## src/rtl/auq_pkg.sv

```systemverilog
package auq_pkg;

	// Field widths of the descriptor and of the result.
	localparam int unsigned TAG_W   = 16;
	localparam int unsigned SIZE_W  = 20;
	localparam int unsigned NS_W    = 64;
	localparam int unsigned STAMP_W = 48;
	localparam int unsigned DUR_W   = 17;
	localparam int unsigned CNT_W   = 32;
	localparam int unsigned STAT_W  = 3;

	// Stream port widths, padded to whole bytes.
	localparam int unsigned IN_TDATA_W  = 104;
	localparam int unsigned IN_TUSER_W  = 3;
	localparam int unsigned OUT_TDATA_W = 152;
	localparam int unsigned OUT_TUSER_W = 4;

	// Configuration port.
	localparam int unsigned CFG_IDX_W  = 1;
	localparam int unsigned CFG_DATA_W = 17;

	localparam logic [STAMP_W-1:0] STAMP_MAX = '1;
	localparam logic [CNT_W-1:0]   CNT_MAX   = '1;

	// Time base conversion. Nearest rounding of rel * 90000 / 1e9 reduces to
	// floor((rel * 9 + 50000) / 100000), and 100000 = 32 * 3125.
	localparam logic [63:0] TICKS_PER_S = 64'd90000;
	localparam logic [63:0] NS_PER_S    = 64'd1000000000;
	localparam logic [63:0] TICK_GCD    = 64'd10000;
	localparam logic [63:0] NS_MUL      = TICKS_PER_S / TICK_GCD;
	localparam logic [63:0] NS_DIV      = NS_PER_S / TICK_GCD;
	localparam logic [63:0] ROUND_ADD   = NS_DIV / 64'd2;
	localparam int unsigned DIV_SHIFT   = 5;
	localparam logic [63:0] DIV_K       = NS_DIV >> DIV_SHIFT;
	localparam int unsigned REM_W       = 12;
	localparam int unsigned SCALED_W    = 68;
	localparam int unsigned QUOT_W      = SCALED_W - DIV_SHIFT;

	// Division by the odd factor as a multiplication. With 2^REM_W >= DIV_K and
	// RECIP = ceil(2^RECIP_SHIFT / DIV_K), the top bits of x * RECIP give the
	// exact quotient for every QUOT_W-bit x.
	localparam int unsigned RECIP_SHIFT = QUOT_W + REM_W;
	localparam int unsigned PROD_W      = 128;
	localparam logic [PROD_W-1:0] RECIP_WIDE =
		((PROD_W'(1) << RECIP_SHIFT) + PROD_W'(DIV_K) - PROD_W'(1)) / PROD_W'(DIV_K);
	localparam logic [63:0] RECIP = RECIP_WIDE[63:0];

	// One audio frame of 1024 samples at 48 kHz, in 90 kHz ticks.
	localparam logic [63:0] AUDIO_NS = (64'd1024 * NS_PER_S) / 64'd48000;
	localparam logic [63:0] AUDIO_TICKS =
		(AUDIO_NS * TICKS_PER_S + NS_PER_S / 64'd2) / NS_PER_S;
	localparam logic [DUR_W-1:0] AUDIO_DUR = AUDIO_TICKS[DUR_W-1:0];

	localparam logic [DUR_W-1:0] VIDEO_DUR_RST = 17'd1500;

	typedef enum logic [CFG_IDX_W-1:0] {
		REG_AUDIO_EN  = 1'b0,
		REG_VIDEO_DUR = 1'b1
	} cfg_reg_t;

	typedef enum logic [STAT_W-1:0] {
		STAT_QUEUED  = 3'd0,
		STAT_DROPPED = 3'd1,
		STAT_ERROR   = 3'd2,
		STAT_POPPED  = 3'd3,
		STAT_EMPTY   = 3'd4
	} status_t;

	typedef enum logic [1:0] {
		S_IDLE,
		S_START,
		S_DIV,
		S_COMMIT
	} fsm_t;

	typedef struct packed {
		logic [TAG_W-1:0]   tag;
		logic [SIZE_W-1:0]  size;
		logic               audio;
		logic               key;
		logic [STAMP_W-1:0] stamp;
		logic [DUR_W-1:0]   dur;
	} entry_t;

	// Broadcast shift controls for the slot chain.
	typedef struct packed {
		logic pop;
		logic evict;
	} slot_ctrl_t;

	typedef struct packed {
		status_t            status;
		logic               ev_valid;
		logic [TAG_W-1:0]   ev_tag;
		entry_t             entry;
		logic [CNT_W-1:0]   drop_total;
	} result_t;

endpackage

```

## src/rtl/auq_tick_div.sv

```systemverilog
module auq_tick_div (
	input  logic        clk,
	input  logic        arst_n,
	input  logic        start,
	input  logic [63:0] rel,
	output logic        done,
	output logic [47:0] ticks
);
	import auq_pkg::*;

	localparam int unsigned QUOT_HI_W = PROD_W - RECIP_SHIFT;

	logic [SCALED_W-1:0]  scaled;
	logic [QUOT_W-1:0]    x_q;
	logic [PROD_W-1:0]    acc_q;
	logic [1:0]           step_q;
	logic                 busy_q;
	logic                 done_q;
	logic [31:0]          mul_a;
	logic [31:0]          mul_b;
	logic [63:0]          part;
	logic [PROD_W-1:0]    part_sh;
	logic [QUOT_HI_W-1:0] quot;

	assign scaled = SCALED_W'(rel) * SCALED_W'(NS_MUL) + SCALED_W'(ROUND_ADD);

	// The product of the dividend and the reciprocal is built from four 32 by 32
	// bit partial products, one per cycle, each added at its own weight.
	assign mul_a = step_q[1] ? 32'(x_q[QUOT_W-1:32]) : x_q[31:0];
	assign mul_b = step_q[0] ? RECIP[63:32] : RECIP[31:0];
	assign part  = {32'd0, mul_a} * {32'd0, mul_b};

	always_comb begin
		unique case (step_q)
			2'd0: begin
				part_sh = PROD_W'(part);
			end
			2'd1, 2'd2: begin
				part_sh = PROD_W'(part) << 32;
			end
			2'd3: begin
				part_sh = PROD_W'(part) << 64;
			end
			default: begin
				part_sh = '0;
			end
		endcase
	end

	always_ff @(posedge clk or negedge arst_n) begin
		if (!arst_n) begin
			busy_q <= 1'b0;
			done_q <= 1'b0;
			step_q <= '0;
		end else if (start) begin
			busy_q <= 1'b1;
			done_q <= 1'b0;
			step_q <= '0;
		end else if (busy_q) begin
			step_q <= step_q + 1'b1;
			if (step_q == 2'd3) begin
				busy_q <= 1'b0;
				done_q <= 1'b1;
			end
		end else begin
			done_q <= 1'b0;
		end
	end

	always_ff @(posedge clk) begin
		if (start) begin
			x_q   <= scaled[SCALED_W-1:DIV_SHIFT];
			acc_q <= '0;
		end else if (busy_q) begin
			acc_q <= acc_q + part_sh;
		end
	end

	assign quot  = acc_q[PROD_W-1:RECIP_SHIFT];
	assign done  = done_q;
	assign ticks = (|quot[QUOT_HI_W-1:STAMP_W]) ? STAMP_MAX : quot[STAMP_W-1:0];

endmodule

```

## config.mk

```make
export PLATFORM = sky130hd
export DESIGN_NAME = auq_tick_div
export DESIGN_NICKNAME = d
export VERILOG_FILES = /design/src/rtl/auq_pkg.sv /design/src/rtl/auq_tick_div.sv
export SDC_FILE = /design/constraint.sdc
export NUM_CORES = 2
export LEC_CHECK = 0
export ABC_AREA = 1
export BUFFER_PORTS_ARGS = -buffer_cell sky130_fd_sc_hd__buf_2
export CAP_MARGIN = 40
export CORE_MARGIN = 2
export CORE_UTILIZATION = 35
export CTS_BUF_LIST = sky130_fd_sc_hd__clkbuf_4
export CTS_CLUSTER_DIAMETER = 30
export CTS_CLUSTER_SIZE = 10
export DETAILED_ROUTE_END_ITERATION = 10
export GPL_TIMING_DRIVEN = 1
export PLACE_DENSITY_LB_ADDON = 0.15
export SETUP_SLACK_MARGIN = 0.2
export SLEW_MARGIN = 20
export SYNTH_ARGS = -nofsm -noshare
export SYNTH_HDL_FRONTEND = slang
export SYNTH_SLANG_ARGS = --single-unit
```

## constraint.sdc

```tcl
create_clock -name clk -period 11.8 [get_ports clk]
set_clock_uncertainty 0.1 [all_clocks]
set_input_delay 1.18 -clock clk [delete_from_list [all_inputs] [get_ports clk]]
set_output_delay 1.18 -clock clk [all_outputs]
set_load 0.01 [all_outputs]
```

Word-level counts from Yosys, hierarchy flattened
Cells that the tools add are included.
W data, S select, Z words.
{"block": "word_totals", "regBits": 195, "inputBits": 67, "output_inout_bits": 49, "elab_cells": 30}
{"block": "op_classes", "addsub": 3, "multipliers": 2, "eq_ne": 4, "mux": 12, "reduce_logical": 4}
{"op": "$pmux W128 S3", "count": 1}
{"op": "$add A128 B128 Y128", "count": 1}
{"op": "$add A68 B16 Y68 const B", "count": 1}
{"op": "$mul A64 B4 Y68 const B", "count": 1}
{"op": "$mul A32 B32 Y64", "count": 1}
{"op": "$mux W32", "count": 2}
{"op": "$mux W48", "count": 1}
{"op": "$mux W1", "count": 6}
{"op": "$reduce_or A5 Y1", "count": 1}
{"op": "$eq A2 B2 Y1 const B", "count": 2}
{"op": "$mux W2", "count": 2}
{"op": "$ne A3 B2 Y1 const B", "count": 1}
{"op": "$add A2 B1 Y2 const B", "count": 1}
{"op": "$eq A2 B1 Y1 const B", "count": 1}
{"op": "$logic_not A2 Y1", "count": 1}
{"op": "$reduce_bool A2 Y1", "count": 1}
{"op": "$reduce_or A2 Y1", "count": 1}

Depth between registers and ports, before layout
{"block": "depth", "ltp_word": 4, "mapped_depth": 59, "ltp_nobuf": 59}

Worst setup path after synthesis
OpenSTA, ideal clock, no wires.
{"block": "synth_path", "path_kind": "reg2reg", "from": "register step_q[1]", "to": "register acc_q[101]", "arrival_ps": 8517, "required_ps": 11587, "slack_ps": 3070, "path_stages_with_launch": 45, "path_buffers": 1, "synth_period_minus_slack_ps": 8730, "path_cell_list": "dfrtp_1 -> inv_1 -> clkbuf_1 -> or2_2 -> o21ai_0 -> nor2_1 -> inv_1 -> fa_1 -> fa_1 -> inv_1 -> fa_1 -> fa_1 -> fa_1 -> fa_1 -> fa_1 -> inv_1 -> fa_1 -> inv_1 -> [9 not listed] -> a21oi_1 -> or2_1 -> nand2_1 -> o21ai_1 -> ha_1 -> nand2_1 -> nor2_1 -> inv_1 -> nor2_1 -> inv_2 -> nor2_2 -> inv_1 -> nor4_2 -> nand2_1 -> nand3_1 -> nand2_1 -> nand3_1 -> nand2_1"}
{"block": "synth_via", "elab_chain_cells": 4}
{"item": "start: declaration", "line_no": "auq_tick_div.sv:16", "text": "logic [1:0] step_q;"}
{"item": "start signal: assignment", "line_no": "auq_tick_div.sv:60", "text": "step_q <= step_q + 1'b1;"}
{"item": "$mux W32 (tied with other cells)", "line_no": "auq_tick_div.sv:29", "text": "assign mul_a = step_q[1] ? 32'(x_q[QUOT_W-1:32]) : x_q[31:0];"}
{"item": "$mul A32 B32 Y64 / $reduce_or A2 Y1 (equally long branches)", "line_no": "auq_tick_div.sv:31, auq_tick_div.sv:34"}
{"item": "$pmux W128 S3 (*)", "line_no": "auq_tick_div.sv:34", "text": "unique case (step_q)"}
{"item": "$add A128 B128 Y128 (*)", "line_no": "auq_tick_div.sv:75", "text": "acc_q <= acc_q + part_sh;"}
{"item": "end signal: assignment", "line_no": "auq_tick_div.sv:75"}
{"item": "end: declaration", "line_no": "auq_tick_div.sv:15", "text": "logic [PROD_W-1:0] acc_q;"}
Mark *: on every way between the ends. The rest lies on a longest branch, timed or not.
A chain may end at the register's enable or synchronous reset.

Final worst setup path
{"block": "layout_path", "from": "register step_q[1]", "to": "register acc_q[123]"}
Same word-level chain as after synthesis.

==> impl_metrics.yaml <==
route:
  wl_met1_um: 101000
  vias_per_cell: 5.08
  highest_layer: "met4"
  wl_met3_um: 13700
  num_vias: 44986
  routed_wl_um: 211000
  met2_length_um: 91700
  drt-initial-drc-count: 3833
  drc: 0
  ant_nets: 0
  drt-wirelength-per-cell_um: 23.8
  first_pass_iters: 6
worst_setup_path:
  critPathKind: "register to register"
  crit_path_start: "step_q[1]"
  reg2reg_to: "acc_q[123]"
  reg2regPathDepth: 46
  r2r_setup_slack_ps: 650
  arrival_ps: 11910
  start_kind: "register"
  max_stage_delay_ps: 600
  critical_path_required_ps: 12560
  crit_slowest_cell: "xnor2_1"
  rr_startpoint: "step_q[1]"
  critPathMaxFanout: 32
  cp-end-kind: "register"
synthesis:
  yosysTopAreaCell: "fa_1"
  yosys-top-cells-area: "fa_1 (23%), ha_1 (18%), inv_1 (12%)"
  netlist_area_mm2: 0.0474
  synth_cell_types: 62
  ys_ff_latch: 195
  syn_avg_cell_area_um2: 7.10
  ys.warnings.count: 0
  netlist_instances: 6673
  synth_top_area_share: 0.233
  seq_area_frac_synth: 0.0961
  ys_async_sr_fraction: 0.0205
  synthFlopType: "dfxtp_1"
  synth_edf_count: 63
worst_hold_path:
  hp-class: "register to register"
  hold_path_depth: 2
  min_to: "acc_q[40]"
  min-delay-start: "acc_q[40]"
sta:
  setup_tns_ps: 0
  grt_setup_unrepaired: "false"
  period_needed_ps: 11150
  tightestPinTransition_ps: 935
  final-hold-violation-count: 0
  fmax_ghz: 0.0896
  setup_viol: 0
  slew_headroom: 0.372
  slew_viol_final: 0
  fin_crit_sh: 0.945
global_routing:
  grt_max_degree: 64
  antenna_found_initial: 7
  grt_pass1_vias: 44176
  grt_pass1_wl_um: 303000
  grt_usage: 0.306
  grt_overflow: 0
clock_network:
  cts_buffers: 17
  htree_levels: 4
  clk_pin_slew_ps: 220
  tritoncts: "built"
  root_buffer: "clkbuf_4"
  clock_sinks: 195
  cts.path.max_buffers: 2
  clkLatencyLatePin_ps: 940
floorplanning:
  core_area_mm2: 0.134
  boundaryPins: 116
  die_h_um: 372
  die_area_mm2: 0.138
  dieWidth_um: 372
  initial_core_util: 0.354
  num_rows: 134
cells_and_area:
  drive_gt1_frac: 0.100
  seq_area_mm2: 0.00456
  fill_cells: 14559
  multi_input_area_mm2: 0.0369
  syn_to_final_growth_pct: 11.3
  finalNetCount: 8368
status:
  run_status: "complete, no violations"
placed_design:
  gp_congestion: 0.992
  io_buffer_count: 115
  place_hpwl_um: 189000
run:
  drv_cap: 0
final cells by class:
class	count	share of cell area
inverters	1561	0.111
diodes	6	0.000285
flip-flops and latches	195	0.0864
repair buffers	411	0.0551
clock inverters	15	0.00339
multi-input cells	4883	0.699
well taps	1768	0.0420
repair inverters	1	0.000142
clock buffers	17	0.00242
metrics by stage:
stage	worst slack, ps	cells	utilization	hold slack [ps]	instance area, um2
2_1_floorplan	3070	6703	-	332	47500
3_3_place_gp	556	8805	0.390	342	52300
3_5_place_dp	611	8810	0.390	348	52300
4_1_cts	559	8843	0.393	374	52600
5_1_grt	216	8857	0.394	382	52700
6_report	645	8857	0.394	374	52700
logic make-up (layout without fill, tap and decap cells):
| family | Yosys count | after routing | share of synthesized area |
|---|---|---|---|
| AOI/OAI and AO/OA | 1054 | 1054 | 0.126 |
| xor gates and xnor gates | 99 | 99 | 0.0183 |
| adders and majority gates | 1231 | 1231 | 0.412 |
| buffers and inverters | 1625 | 2005 | 0.129 |
| DFF | 195 | 195 | 0.0961 |
| other | 2 | 38 | 0.000159 |
| and+or+nand+nor | 2467 | 2467 | 0.218 |
synthesized netlist by cell type (14+ instances only):
cell type	count
nand3_1	193
o21ai_0	317
o21bai_1	44
o21ai_1	45
a21oi_1	438
nor2_2	50
xor2_1	64
xnor2_1	35
inv_2	53
inv_1	1507
a31oi_1	25
a21o_1	35
clkbuf_1	50
or2_2	44
nand4_1	31
nand2_1	1257
a21oi_2	19
o21a_1	17
dfxtp_1	128
edfxtp_1	63
o22ai_1	54
ha_1	680
fa_1	551
nand3b_1	23
nor4_1	14
nand2_2	36
nor2_1	727
nor3_1	50
placed cells by master (no fill, tap or decap), types with 51 or more instances in the layout:
cell type and count:
inv_2 53, fa_1 551, a21oi_1 438, nand3_1 193
nor2_1 724, buf_2 117, buf_4 284, xor2_1 64
o22ai_1 54, nor2_2 51, ha_1 680, nand2_1 1257
edfxtp_1 63, dfxtp_1 128, inv_1 1503, o21ai_0 313
critical path, delay by kind of cell, from the launching register on:
family / cells / cell delay (ps)
fa+ha+maj: 10 / 4780
simple gates: 17 / 2560
buf+inv: 12 / 1270
compound gates: 6 / 1260
xor+xnor: 1 / 600
flops: 1 / 490
registers in the layout, summed over array words and instances (netlist names):
| register | count |
|---|---|
| acc_q | 128 |
| x_q | 63 |
| step_q | 2 |
| busy_q | 1 |
| done | 1 |
routing by layer:
layer	vias up	GRT usage
met5	-	0
met4	0	0.0635
li1	21657	-
met3	157	0.0473
met1	21732	0.449
met2	1440	0.472
worst max path at each step:
stage,to,cells after the start
after floorplan,acc_q[101],44
after global placement,acc_q[107],48
after detailed placement,acc_q[107],48
after CTS,acc_q[123],47
after global routing,acc_q[85],50
final,acc_q[123],46
what timing repair did:
action / in CTS / in global routing
endpoints found under the hold margin: 4 / 0
hold buffers: 1 / 0
buffers inserted: 0 / 2
setup endpoints to repair: 0 / 55
gates resized for setup: 0 / 9
Power is left out: the tool's default activity adds up to more than one toggle a clock period on the data nets, which glitch-free logic cannot reach.
