`config.mk`:
```
export PLATFORM = sky130hd
export DESIGN_NAME = auq_slot
export DESIGN_NICKNAME = d
export VERILOG_FILES = /design/src/rtl/auq_pkg.sv /design/src/rtl/auq_slot.sv
export SDC_FILE = /design/constraint.sdc
export NUM_CORES = 1
export LEC_CHECK = 0
export ABC_CLOCK_PERIOD_IN_PS = 4290
export BUFFER_PORTS_ARGS = -buffer_cell sky130_fd_sc_hd__buf_2
export CAP_MARGIN = 10
export CORE_MARGIN = 2
export CORE_UTILIZATION = 25
export DETAILED_ROUTE_END_ITERATION = 10
export MAX_ROUTING_LAYER = met4
export PLACE_DENSITY_LB_ADDON = 0.15
export RECOVER_POWER = 25
export SETUP_SLACK_MARGIN = 0.05
export SYNTH_ARGS = -nofsm -noshare
export SYNTH_HDL_FRONTEND = slang
export SYNTH_SLANG_ARGS = --single-unit
```
`constraint.sdc`:
```
create_clock -name clk -period 4.29 [get_ports clk]
set_clock_uncertainty 0.2 [all_clocks]
set_input_delay 0.858 -clock clk [delete_from_list [all_inputs] [get_ports clk]]
set_output_delay 0.858 -clock clk [all_outputs]
set_load 0.05 [all_outputs]
```
`src/rtl/auq_pkg.sv`:
```
package auq_pkg;

	// Field widths of the descriptor and of the result.
	localparam int unsigned TAG_W   = 16;
	localparam int unsigned SIZE_W  = 20;
	localparam int unsigned NS_W    = 64;
	localparam int unsigned STAMP_W = 48;
	localparam int unsigned DUR_W   = 17;
	localparam int unsigned CNT_W   = 32;
	localparam int unsigned STAT_W  = 3;

	// Stream port widths, padded to whole bytes.
	localparam int unsigned IN_TDATA_W  = 104;
	localparam int unsigned IN_TUSER_W  = 3;
	localparam int unsigned OUT_TDATA_W = 152;
	localparam int unsigned OUT_TUSER_W = 4;

	// Configuration port.
	localparam int unsigned CFG_IDX_W  = 1;
	localparam int unsigned CFG_DATA_W = 17;

	localparam logic [STAMP_W-1:0] STAMP_MAX = '1;
	localparam logic [CNT_W-1:0]   CNT_MAX   = '1;

	// Time base conversion. Nearest rounding of rel * 90000 / 1e9 reduces to
	// floor((rel * 9 + 50000) / 100000), and 100000 = 32 * 3125.
	localparam logic [63:0] TICKS_PER_S = 64'd90000;
	localparam logic [63:0] NS_PER_S    = 64'd1000000000;
	localparam logic [63:0] TICK_GCD    = 64'd10000;
	localparam logic [63:0] NS_MUL      = TICKS_PER_S / TICK_GCD;
	localparam logic [63:0] NS_DIV      = NS_PER_S / TICK_GCD;
	localparam logic [63:0] ROUND_ADD   = NS_DIV / 64'd2;
	localparam int unsigned DIV_SHIFT   = 5;
	localparam logic [63:0] DIV_K       = NS_DIV >> DIV_SHIFT;
	localparam int unsigned REM_W       = 12;
	localparam int unsigned SCALED_W    = 68;
	localparam int unsigned QUOT_W      = SCALED_W - DIV_SHIFT;

	// Division by the odd factor as a multiplication. With 2^REM_W >= DIV_K and
	// RECIP = ceil(2^RECIP_SHIFT / DIV_K), the top bits of x * RECIP give the
	// exact quotient for every QUOT_W-bit x.
	localparam int unsigned RECIP_SHIFT = QUOT_W + REM_W;
	localparam int unsigned PROD_W      = 128;
	localparam logic [PROD_W-1:0] RECIP_WIDE =
		((PROD_W'(1) << RECIP_SHIFT) + PROD_W'(DIV_K) - PROD_W'(1)) / PROD_W'(DIV_K);
	localparam logic [63:0] RECIP = RECIP_WIDE[63:0];

	// One audio frame of 1024 samples at 48 kHz, in 90 kHz ticks.
	localparam logic [63:0] AUDIO_NS = (64'd1024 * NS_PER_S) / 64'd48000;
	localparam logic [63:0] AUDIO_TICKS =
		(AUDIO_NS * TICKS_PER_S + NS_PER_S / 64'd2) / NS_PER_S;
	localparam logic [DUR_W-1:0] AUDIO_DUR = AUDIO_TICKS[DUR_W-1:0];

	localparam logic [DUR_W-1:0] VIDEO_DUR_RST = 17'd1500;

	typedef enum logic [CFG_IDX_W-1:0] {
		REG_AUDIO_EN  = 1'b0,
		REG_VIDEO_DUR = 1'b1
	} cfg_reg_t;

	typedef enum logic [STAT_W-1:0] {
		STAT_QUEUED  = 3'd0,
		STAT_DROPPED = 3'd1,
		STAT_ERROR   = 3'd2,
		STAT_POPPED  = 3'd3,
		STAT_EMPTY   = 3'd4
	} status_t;

	typedef enum logic [1:0] {
		S_IDLE,
		S_START,
		S_DIV,
		S_COMMIT
	} fsm_t;

	typedef struct packed {
		logic [TAG_W-1:0]   tag;
		logic [SIZE_W-1:0]  size;
		logic               audio;
		logic               key;
		logic [STAMP_W-1:0] stamp;
		logic [DUR_W-1:0]   dur;
	} entry_t;

	// Broadcast shift controls for the slot chain.
	typedef struct packed {
		logic pop;
		logic evict;
	} slot_ctrl_t;

	typedef struct packed {
		status_t            status;
		logic               ev_valid;
		logic [TAG_W-1:0]   ev_tag;
		entry_t             entry;
		logic [CNT_W-1:0]   drop_total;
	} result_t;

endpackage

```
`src/rtl/auq_slot.sv`:
```
module auq_slot (
	input  logic                  clk,
	input  auq_pkg::slot_ctrl_t   ctrl,
	input  logic                  load,
	input  auq_pkg::entry_t       new_entry,
	input  auq_pkg::entry_t       right_entry,
	input  logic                  found_in,
	input  logic [15:0]           evtag_in,
	output auq_pkg::entry_t       entry,
	output logic                  found_out,
	output logic [15:0]           evtag_out
);
	import auq_pkg::*;

	entry_t entry_q;
	logic   is_first;
	logic   shift;

	// The first non-key slot from the head is the eviction victim; it and every
	// slot behind it take their right neighbor's entry to close the gap.
	assign is_first  = !found_in && !entry_q.key;
	assign found_out = found_in || !entry_q.key;
	assign evtag_out = is_first ? entry_q.tag : evtag_in;
	assign shift     = ctrl.pop || (ctrl.evict && found_out);
	assign entry     = entry_q;

	always_ff @(posedge clk) begin
		if (load) begin
			entry_q <= new_entry;
		end else if (shift) begin
			entry_q <= right_entry;
		end
	end

endmodule

```
* Word level (Yosys, flattened, before mapping)
Cells that the tools add are included.
** Storage, ports and cells
- Register bits :: 103
- Input bits :: 227
- Word-level logic and storage cells :: 16
** Cells by class
- Muxes and demuxes :: 3
- Reduce and logical (&&, ||, !) cells :: 7
** Operators with widths (number)
- 2-to-1 mux 103 bit :: 2
- 2-to-1 mux 16 bit :: 1
- logical AND 1 bit :: 2
- zero test 1 bit :: 2
- logical OR 1 bit :: 2
- nonzero test 2 bit :: 1

* Longest topological paths before layout
Gate-level depths: netlist of run 1.
- Depth after elaboration :: 6
- Gate-level depth with buffers :: 4
- Depth with buffers taken out :: 2

* Worst setup path after synthesis of run 1
OpenSTA, ideal clock, no wires.
- Path type :: input to register
- Start :: input found_in
- End :: register entry_q (netlist bit entry[0]) (enable)
- Arrival :: 3.523 ns
- Required time :: 3.629 ns
- Setup slack :: 0.106 ns
- Stages :: 2
- Cells stage by stage :: nand2b_1 > a211o_1
** Between the ends
- Word-level cells in the longest chain between the ends :: 4
** Ends and longest elaborated chain
- from (decl) :: RTL line auq_slot.sv:7 : input logic found_in,
- logical OR 1 bit :: RTL line auq_slot.sv:22 : assign found_out = found_in || !entry_q.key;
- logical AND 1 bit :: RTL line auq_slot.sv:24 : assign shift = ctrl.pop || (ctrl.evict && found_out);
- logical OR 1 bit :: RTL line auq_slot.sv:24
- nonzero test 2 bit (no line)
- to (signal assigned) :: RTL line auq_slot.sv:29 : entry_q <= new_entry;
- to (signal assigned) :: RTL line auq_slot.sv:31 : entry_q <= right_entry;
- to (decl) :: RTL line auq_slot.sv:15 : entry_t entry_q;
No other way between the ends.
A chain may end at the register's enable or synchronous reset.

* Worst setup path in the final report of run 1
- Start :: input found_in
- End :: output evtag_out[1]
** Between the ends
- Word-level cells in the longest chain between the ends :: 3
** Ends and longest elaborated chain
- zero test 1 bit :: RTL line auq_slot.sv:21 : assign is_first = !found_in && !entry_q.key;
- logical AND 1 bit :: RTL line auq_slot.sv:21
- 2-to-1 mux 16 bit :: RTL line auq_slot.sv:23 : assign evtag_out = is_first ? entry_q.tag : evtag_in;
- to (decl) :: RTL line auq_slot.sv:11 : output logic [15:0] evtag_out
No other way between the ends.

==> flow_summary_export.csv, run 1 <==
group,metric,value,unit
outcome,status,"finished clean",
sta,maxSlewViolCount,0,
worst_setup_path,cpMostUsedCell,"buf_2",
sta,fin_crit,3.02,ns
worst_setup_path,critPathMaxStageDelay,0.39,ns
sta,setup_viol,0,
drt,antenna_left,0,
global_route,grt_max_degree,79,
worst_setup_path,critPathMaxFanout,16,
clock_network,cts.sinks,103,
drt,routed_via_density,4.07,
pwr,ir_drop,0.169,mV
worst_setup_path,reg2reg_slack,2.15,ns
worst_setup_path,critPathLaunchType,"primary input",
worst_setup_path,critPathKind,"in -> out",
floorplan,die_h,143,um
finish,layout-drive-gt1-share,69.1,%
pwr,powerDensity,402,nW/um^2
clock_network,cts_buffer_depth,2,
floorplan,die_x,143,um
floorplan,core.rowCount,50,
clock_network,ctsHoldBuffers,0,
finish,syn_to_final_growth,43.9,%
worst_setup_path,cp.required,3.23,ns
clock_network,cts_tree,"yes",
clock_network,post-cts-setup-buffer-count,0,
drt,wirelength,13.0,mm
logic_synthesis,synthTopCellsByArea,"edfxtp_1, mux2_4, mux2_2",
logic_synthesis,synth_top_area_cell,"edfxtp_1",
place,placed_area,6760,um^2
logic_synthesis,syn_inst,238,
finish,final_area,6910,um^2
logic_synthesis,ys_seq_area_share,64.4,%
sta,timing.fmax,331,MHz
logic_synthesis,synth_top_area_share,64.4,%
job,maxCapViolCount,0,
clock_network,clk_latency,0.34,ns
worst_setup_path,cp_cell_sequence,"buf_2, nor2_4, mux2_2, buf_2",
global_route,grt_pass1_wl,18.2,mm
sta,rsz0062_at_grt,"no",
global_route,grt_pass1_vias,3456,
logic_synthesis,yosysWarnings,0,
sta,fin_crit_sh,70.5,%
hold_path,hp-class,"in -> reg",
logic_synthesis,synth_seq_cells,103,
clock_network,cts.clk_slew.worst_paths,0.07,ns
finish,final_nets,811,
clock_network,cts-resized-gates,0,
floorplan,core,18800,um^2
clock_network,cts_root_buf,"clkbuf_16",
global_route,track_usage,12.1,%
logic_synthesis,synth.distinct_cells,11,
finish,largest_reg_flops,103,
logic_synthesis,post_synth.cell_area_avg,20.2,um^2
drt,route.vias.total,3351,
sta,hold_viol,0,
pwr,leakagePower,3.09,nW
worst_setup_path,worst_path_max_delay_cell,"nor2_4",
drt,drc,0,
clock_network,htreeDepth,3,
finish,fin_util,36.8,%
place,port_buffers,346,
finish,diodes,0,
place,gp_congestion,0.763,
sta,tightest_slew,0.708,ns
logic_synthesis,synthesis.nets,465,
sta,setup-tns-final,0,ns
drt,detail_route.wl_per_cell,15.7,um
drt,drt-initial-drc-count,136,
floorplan,dieArea,20300,um^2
worst_setup_path,end_kind,"output port",
floorplan,initial_core_util,25.6,%
global_route,grt_overflow,0,
sta,max-slew-margin-rel,52.8,%
place,hpwl,10.2,mm
floorplan,num_io_pins,347,
global_route,antenna_found_initial,0,
drt,dr.pass1.iters,4,
worst_setup_path,cp.arrival,1.97,ns
logic_synthesis,synth_area,4800,um^2
clock_network,cts-buffers-inserted,9,
-- routing by layer --
metal	routed length [um]	track usage (%)	vias to the layer above
li1	-	-	1625
met2	6900	21.9	174
met1	4750	12.3	1532
met3	1010	3.23	20
met4	306	5.21	0
met5	0	-	-
-- area by class of cell --
class                   count  area (um^2)
well taps                 234          293
clock inverters             7         55.1
multi-input cells         122         1540
repair buffers            348         1700
fillers                  1879        11900
flip-flops and latches    103         3090
clock buffers               9          225
-- layout by cell type, fill, tap and decap left out --
| cell type | instances |
|---|---|
| mux2_4 | 44 |
| clkbuf_16 | 9 |
| buf_4 | 1 |
| mux2_2 | 53 |
| a211o_4 | 1 |
| nand2b_1 | 1 |
| clkbuf_1 | 56 |
| inv_8 | 1 |
| mux2_1 | 22 |
| clkinvlp_4 | 1 |
| inv_6 | 3 |
| edfxtp_1 | 103 |
| buf_12 | 2 |
| buf_2 | 289 |
| nor2_4 | 1 |
| clkinv_2 | 2 |
-- worst paths after layout --
path,startpoint,endpoint,cells past startpoint
setup / recovery,found_in,evtag_out[1],4
hold reg to reg,entry[65],entry[65],2
setup reg to reg,entry[65],entry[88],3
hold / removal,right_entry[69],entry[69],2
-- cells in the mapped netlist (all sizes together) --
cell type,count
edfxtp,103
nand2b,1
a211o,1
nor2,1
buf,13
mux2,119
-- stage by stage --
stage / worst slack, ns / hold WS [ns] / total power [mW] / instances
2_1_floorplan: 0.106 / 0.875 / 1.82 / 238
3_3_place_gp: 1.29 / 0.959 / 2.05 / 807
3_5_place_dp: 1.25 / 0.961 / 2.05 / 807
4_1_cts: 1.25 / 0.579 / 2.86 / 823
5_1_grt: 1.20 / 0.581 / 2.90 / 823
6_report: 1.27 / 0.602 / 2.78 / 823
-- power by group --
group	leakage [nW]	internal, mW	switching, mW
clock	0.139	0.402	0.380
combinational	1.89	0.229	0.521
sequential	1.06	1.22	0.0279
total	3.09	1.85	0.929
-- worst max-delay path: cells and delay by family --
kind                   cells  cell delay, ns
multiplexers               1            0.39
buffers and inverters      2            0.33
AND/OR/NAND/NOR            1            0.39
-- logic make-up after synthesis --
| logic type | share of synthesized area (%) |
|---|---|
| AND/OR/NAND/NOR | 0.365 |
| buffers and inverters | 2.53 |
| flip-flops | 64.4 |
| AO/OA/AOI/OAI | 0.182 |
| multiplexers | 32.5 |
Note: power is estimated with default switching activity, not from simulation.
==> run 2: changes to the inputs <==
--- a/config.mk
+++ b/config.mk
@@ -5,7 +5,7 @@
 export SDC_FILE = /design/constraint.sdc
 export NUM_CORES = 1
 export LEC_CHECK = 0
-export ABC_CLOCK_PERIOD_IN_PS = 4290
+export ABC_CLOCK_PERIOD_IN_PS = 3100
 export BUFFER_PORTS_ARGS = -buffer_cell sky130_fd_sc_hd__buf_2
 export CAP_MARGIN = 10
 export CORE_MARGIN = 2
==> constraint.sdc (replaced) <==
create_clock -name clk -period 3.1 [get_ports clk]
set_clock_uncertainty 0.2 [all_clocks]
set_input_delay 0.62 -clock clk [delete_from_list [all_inputs] [get_ports clk]]
set_output_delay 0.62 -clock clk [all_outputs]
set_load 0.05 [all_outputs]
==> run 2 against run 1 <==
Net effect: the flow now finishes with violations (max-capacitance violations, max-slew violations); setup slack worse by 0.77 ns; clock power rose by 63%; first-iteration DRC count down 13%; die area unchanged; utilization rose by 0.080 points.
==> flow_summary_export.csv, run 2 (synthesis results as in run 1) <==
group,metric,value,unit
floorplan,core,18800,um^2
pwr,swShare,31.1,%
worst_setup_path,cp.required,2.28,ns
clock_network,cts.clk_slew.worst_paths,0.07,ns
sta,hold_viol,0,
hold_path,hp-class,"in -> reg",
worst_setup_path,reg2reg_slack,1.10,ns
clock_network,clk_latency,0.34,ns
sta,timing.fmax,384,MHz
sta,fin_crit,2.60,ns
clock_network,ctsHoldBuffers,0,
hold_path,hold_depth,2,
place,placed_cells,809,
place,gp_congestion,0.723,
global_route,track_usage,12.2,%
finish,largest_reg_flops,103,
finish,final_cell_mix,"buf_2, edfxtp_1, mux2_2",
clock_network,cts.sinks,103,
clock_network,cts-resized-gates,0,
global_route,grt_pass1_vias,3382,
floorplan,initial_core_util,25.6,%
worst_setup_path,cp.arrival,1.78,ns
sta,fin_crit_sh,84.0,%
worst_setup_path,critPathMaxFanout,16,
finish,final_common_cell,"buf_2",
clock_network,post-cts-setup-buffer-count,0,
drt,wirelength,13.2,mm
drt,drt-initial-drc-count,118,
finish,fillers,1893,
drt,detail_route.wl_per_cell,16.0,um
place,port_buffers,346,
global_route,grt_max_degree,75,
drt,drc,0,
drt,route.vias.total,3381,
place,hpwl,10.4,mm
worst_setup_path,r2r-end,"entry[86]",
sta,tightest_slew,1.76,ns
worst_setup_path,end_kind,"output port",
sta,setup-tns-final,0,ns
worst_setup_path,r2r-start,"entry[65]",
hold_path,hold_end,"entry[44]",
sta,maxSlewViolCount,30,
pwr,p_int,2.78,mW
finish,layout-drive-gt1-share,73.5,%
hold_path,min_from,"right_entry[44]",
floorplan,core.rowCount,50,
finish,final_nets,813,
floorplan,num_io_pins,347,
pwr,leakagePower,3.15,nW
floorplan,dieArea,20300,um^2
sta,rsz0062_at_grt,"no",
outcome,violations,"max-capacitance violations, max-slew violations",
worst_setup_path,critPathLaunchType,"flop",
clock_network,cts_root_buf,"clkbuf_16",
job,maxCapViolCount,1,
drt,dr.pass1.iters,4,
outcome,status,"finished, violations left",
global_route,antenna_found_initial,1,
clock_network,cts_tree,"yes",
clock_network,cts_buffer_depth,2,
clock_network,cts-buffers-inserted,9,
finish,syn_to_final_growth,44.2,%
floorplan,die_h,143,um
pwr,p_switching,1.25,mW
global_route,grt_overflow,0,
finish,fin_cells,824,
drt,antenna_left,0,
pwr,powerDensity,583,nW/um^2
worst_setup_path,reg2regPathDepth,3,
sta,max-slew-margin-rel,-17.1,%
worst_setup_path,critPathKind,"reg -> out",
sta,setup_viol,0,
floorplan,die_x,143,um
pwr,p_clk_share,31.8,%
clock_network,htreeDepth,3,
pwr,p_comb_share,25.6,%
pwr,ir_drop,0.325,mV
pwr,power_frac_seq,42.7,%
global_route,grt_pass1_wl,17.9,mm
drt,routed_via_density,4.10,
[run 2: cell types whose count changed in the layout (fill, tap and decap cells not counted), moves of 2 or more]
cell	before	now
inv_6	3	1
buf_2	289	345
clkbuf_1	56	1
bufinv_16	0	3
clkinv_2	2	0
mux2_4	44	14
mux2_1	22	51
[run 2: area by class of cell]
cell class | count | area (um^2) | share of cell area, %
diodes | 1 | 2.50 | 0.0361
clock buffers | 9 | 225 | 3.25
clock inverters | 5 | 108 | 1.55
multi-input cells | 122 | 1430 | 20.6
flip-flops and latches | 103 | 3090 | 44.7
well taps | 234 | 293 | 4.23
repair buffers | 350 | 1780 | 25.7
[run 2: power by group through the flow]
stage	logic, mW	clock network [mW]	registers [mW]
after global routing	1.08	1.39	1.73
final	1.03	1.28	1.72
after detailed placement	1.09	0	1.75
after floorplan	0.311	0	2.21
after global placement	1.08	0	1.75
after CTS	1.09	1.34	1.72
[run 2: how the worst max path moves through the flow]
stage	startpoint	slack, ns	end	depth (start not counted)
final	entry[65]	0.50	evtag_out[10]	3
after floorplan	entry[65]	0.50	entry[0]	2
after detailed placement	found_in	0.54	evtag_out[10]	4
after global routing	entry[65]	0.41	evtag_out[10]	3
after global placement	found_in	0.58	evtag_out[0]	4
after CTS	entry[65]	0.46	evtag_out[10]	3
[run 2: stage by stage]
stage          hold WS (ns)  cell area (um^2)  power [mW]  worst slack [ns]  utilization, %
6_report              0.356              6930        4.03             0.497            36.9
5_1_grt               0.342              6930        4.21             0.413            36.9
4_1_cts               0.350              7110        4.16             0.462            37.9
3_5_place_dp          0.724              6780        2.84             0.538            36.1
3_3_place_gp          0.720              6780        2.84             0.581            36.1
2_1_floorplan         0.637              4810        2.52             0.497               -
[run 2: layer usage]
| layer | track usage [%] | share of wire, % | vias to the layer above | wire length (um) |
|---|---|---|---|---|
| met5 | - | 0 | - | 0 |
| met4 | 5.84 | 1.8 | 0 | 231 |
| met3 | 2.96 | 6.9 | 16 | 909 |
| met2 | 22.1 | 55 | 166 | 7290 |
| met1 | 12.4 | 36 | 1568 | 4740 |
| li1 | - | - | 1631 | - |
[run 2: worst max-delay path, stage by stage (launching register included)]
cell and delay (ns):
edfxtp_1 0.44, nor2_4 0.39, mux2_2 0.39, buf_2 0.22
==> run 3: changes to the inputs <==
--- a/config.mk
+++ b/config.mk
@@ -5,7 +5,8 @@
 export SDC_FILE = /design/constraint.sdc
 export NUM_CORES = 1
 export LEC_CHECK = 0
-export ABC_CLOCK_PERIOD_IN_PS = 3100
+export ABC_AREA = 1
+export ABC_CLOCK_PERIOD_IN_PS = 2350
 export BUFFER_PORTS_ARGS = -buffer_cell sky130_fd_sc_hd__buf_2
 export CAP_MARGIN = 10
 export CORE_MARGIN = 2
==> constraint.sdc (replaced) <==
create_clock -name clk -period 2.35 [get_ports clk]
set_clock_uncertainty 0.2 [all_clocks]
set_input_delay 0.47 -clock clk [delete_from_list [all_inputs] [get_ports clk]]
set_output_delay 0.47 -clock clk [all_outputs]
set_load 0.05 [all_outputs]
==> run 3 against run 2 <==
Net effect: the run now ends clean; sequential cell count stayed put; non-clock buffer count is 7 higher; clock power is 8% higher; power is 26% higher; sequential power is 33% higher; first-iteration DRC count is 11% higher; cell area is 3.2% higher; largest cell class unchanged; largest power group unchanged.
==> flow_summary_export.csv, run 3 <==
group,metric,value,unit
outcome,status,"finished clean",
pwr,p_comb_share,27.8,%
sta,fin_crit_sh,90.5,%
logic_synthesis,muxShareOfSynthArea,0,%
logic_synthesis,synth.distinct_cells,15,
clock_network,cts_tree,"yes",
logic_synthesis,synth_edf_count,103,
logic_synthesis,synth_compound_area_share,13.6,%
pwr,leakagePower,3.72,nW
logic_synthesis,synth_common_cells,"nand2_1, inv_1, edfxtp_1, o21ai_0",
place,pre_cts_slack,0.280,ns
place,port_buffers,346,
drt,detail_route.wl_per_cell,13.2,um
drt,dr.pass1.iters,4,
hold_path,hold_end,"entry[60]",
worst_setup_path,cp_cell_sequence,"nor2_4, buf_4, nand2_1, nand2_1, buf_2",
job,maxCapViolCount,0,
clock_network,htreeDepth,3,
sta,setup-tns-final,0,ns
logic_synthesis,ys_seq_area_share,62.9,%
floorplan,die_x,144,um
logic_synthesis,synthTopCellsByArea,"edfxtp_1, o21ai_0, nand2_1",
finish,final_nets,1061,
floorplan,num_io_pins,347,
sta,setup_viol,0,
clock_network,clk_latency,0.34,ns
sta,worst_slack,0.223,ns
worst_setup_path,critPathKind,"reg -> out",
logic_synthesis,synth_xor_area_share,0,%
worst_setup_path,cpMostUsedCell,"nand2_1",
drt,drc,0,
logic_synthesis,synth_seq_cells,103,
worst_setup_path,cp_num_buf_inv,2,
worst_setup_path,critPathLaunchType,"flop",
sta,max-slew-margin-rel,46.3,%
pwr,p_switching,1.77,mW
logic_synthesis,post_synth.cell_area_avg,10.0,um^2
drt,drt-initial-drc-count,131,
sta,fin_crit,2.13,ns
logic_synthesis,synthSimpleGateAreaFrac,11.9,%
finish,layout-drive-gt1-share,47.2,%
global_route,grt_overflow,0,
drt,antenna_left,0,
logic_synthesis,synth_ff_type,"edfxtp_1",
sta,timing.fmax,470,MHz
worst_setup_path,reg2reg_slack,0.48,ns
sta,maxSlewViolCount,0,
finish,final_cell_mix,"buf_2, nand2_1, o21ai_0",
worst_setup_path,cp.arrival,1.46,ns
floorplan,initial_core_util,25.4,%
worst_setup_path,cp.required,1.68,ns
pwr,powerDensity,709,nW/um^2
pwr,swShare,34.9,%
logic_synthesis,synthArstFlopShare,0,%
worst_setup_path,cp_top_family,"flip-flops",
sta,timing.hold.ws,0.196,ns
worst_setup_path,reg2regPathDepth,5,
worst_setup_path,end_kind,"output port",
global_route,grt_max_degree,129,
logic_synthesis,yosysWarnings,0,
hold_path,min_from,"new_entry[60]",
logic_synthesis,synth_area,4920,um^2
logic_synthesis,syn_inst,492,
clock_network,cts.clk_slew.worst_paths,0.07,ns
floorplan,dieArea,20800,um^2
hold_path,hold_depth,3,
drt,wirelength,14.6,mm
global_route,antenna_found_initial,1,
drt,route.vias.total,4373,
place,hpwl,11.6,mm
clock_network,cts_root_buf,"clkbuf_16",
clock_network,cts_buffer_depth,2,
worst_setup_path,r2r-end,"entry[31]",
finish,largest_reg_flops,103,
worst_setup_path,critPathMaxStageDelay,0.45,ns
clock_network,cts-buffers-inserted,9,
drt,routed_via_density,3.95,
pwr,p_int,3.30,mW
worst_setup_path,worst_path_max_delay_cell,"edfxtp_1",
worst_setup_path,r2r-start,"entry[65]",
finish,fin_cells,1106,
logic_synthesis,yosysMostFrequentCell,"nand2_1",
logic_synthesis,synth_top_area_cell,"edfxtp_1",
finish,final_common_cell,"buf_2",
place,gp_congestion,0.792,
global_route,grt_pass1_vias,4007,
pwr,power_frac_seq,44.9,%
sta,tightest_slew,0.805,ns
logic_synthesis,synth_fa_ha_area_share,0,%
pwr,p_clk_share,27.3,%
finish,fin_util,36.8,%
clock_network,cts.sinks,103,
global_route,grt_pass1_wl,20.8,mm
floorplan,core.rowCount,51,
logic_synthesis,synthesis.nets,719,
sta,hold_viol,0,
logic_synthesis,synth_top_area_share,62.9,%
pwr,ir_drop,0.298,mV
global_route,track_usage,13.7,%
worst_setup_path,critPathMaxFanout,9,
logic_synthesis,synth_top_family_by_area,"compound AO/OA/AOI/OAI gates",
hold_path,hp-class,"in -> reg",
floorplan,die_h,144,um
finish,syn_to_final_growth,45.2,%
floorplan,core,19400,um^2
place,placed_cells,1086,
sta,rsz0062_at_grt,"no",
## run 3: cell types whose count changed after synthesis, moves of 54 or more
| cell | delta |
|---|---|
| nand2_1 | +118 |
| inv_1 | +104 |
| o21ai_0 | +89 |
| mux2_4 | -59 |
| mux2_2 | -54 |
## run 3: cell type report
type	instances	area, um^2
diodes	2	5.00
clock buffers	10	229
clock inverters	6	37.5
fillers	2077	12300
inverters	104	390
multi-input cells	259	1220
flip-flops and latches	103	3090
well taps	265	332
repair buffers	357	1840
## run 3: timing repair
action / CTS / global route
setup buffers: 0 / 2
resized for setup: 0 / 0
hold buffers: 0 / 0
setup endpoints to repair: 0 / 5
## run 3: logic make-up after synthesis
family,count (synthesis)
DFF,103
and+or+nand+nor,140
AOI/OAI and AO/OA,119
buffers and inverters,130
## run 3: how the worst max path moves through the flow
stage	cells after the start	endpoint	from	slack, ns
floorplan	4	evtag_out[10]	entry[65]	0.13
global placement	5	evtag_out[12]	found_in	0.29
detailed placement	5	evtag_out[12]	found_in	0.28
CTS	4	evtag_out[12]	entry[65]	0.1
global route	4	evtag_out[4]	entry[65]	0.12
finish	5	evtag_out[12]	entry[65]	0.22
## run 3: power by group through the flow
stage                     Combinational (mW)  Sequential, mW  Clock (mW)
final                                   1.41            2.28        1.38
after detailed placement                1.45            2.32           0
after global placement                  1.45            2.32           0
after CTS                               1.45            2.28        1.45
after floorplan                        0.369            2.94           0
after global routing                    1.51            2.29        1.51
## run 3: stage by stage
stage	instance area [um^2]	power, mW
finish	7150	5.07
global placement	6950	3.77
global route	7140	5.32
CTS	7210	5.18
detailed placement	6950	3.77
floorplan	4940	3.30
## run 3: worst min-delay path: stages
cell,delay (ns)
buf_2,0.08
nand2_2,0.05
o21ai_2,0.04
## run 3: routing by layer
metal / GRT usage (%) / share of wire (%) / up-vias / wire length [um]
met2: 23.7 / 49 / 234 / 7220
met5: - / 0 / - / 0
met4: 5.47 / 1.9 / 0 / 282
met3: 5.36 / 12 / 16 / 1760
met1: 14.0 / 37 / 1859 / 5340
li1: - / - / 2264 / -
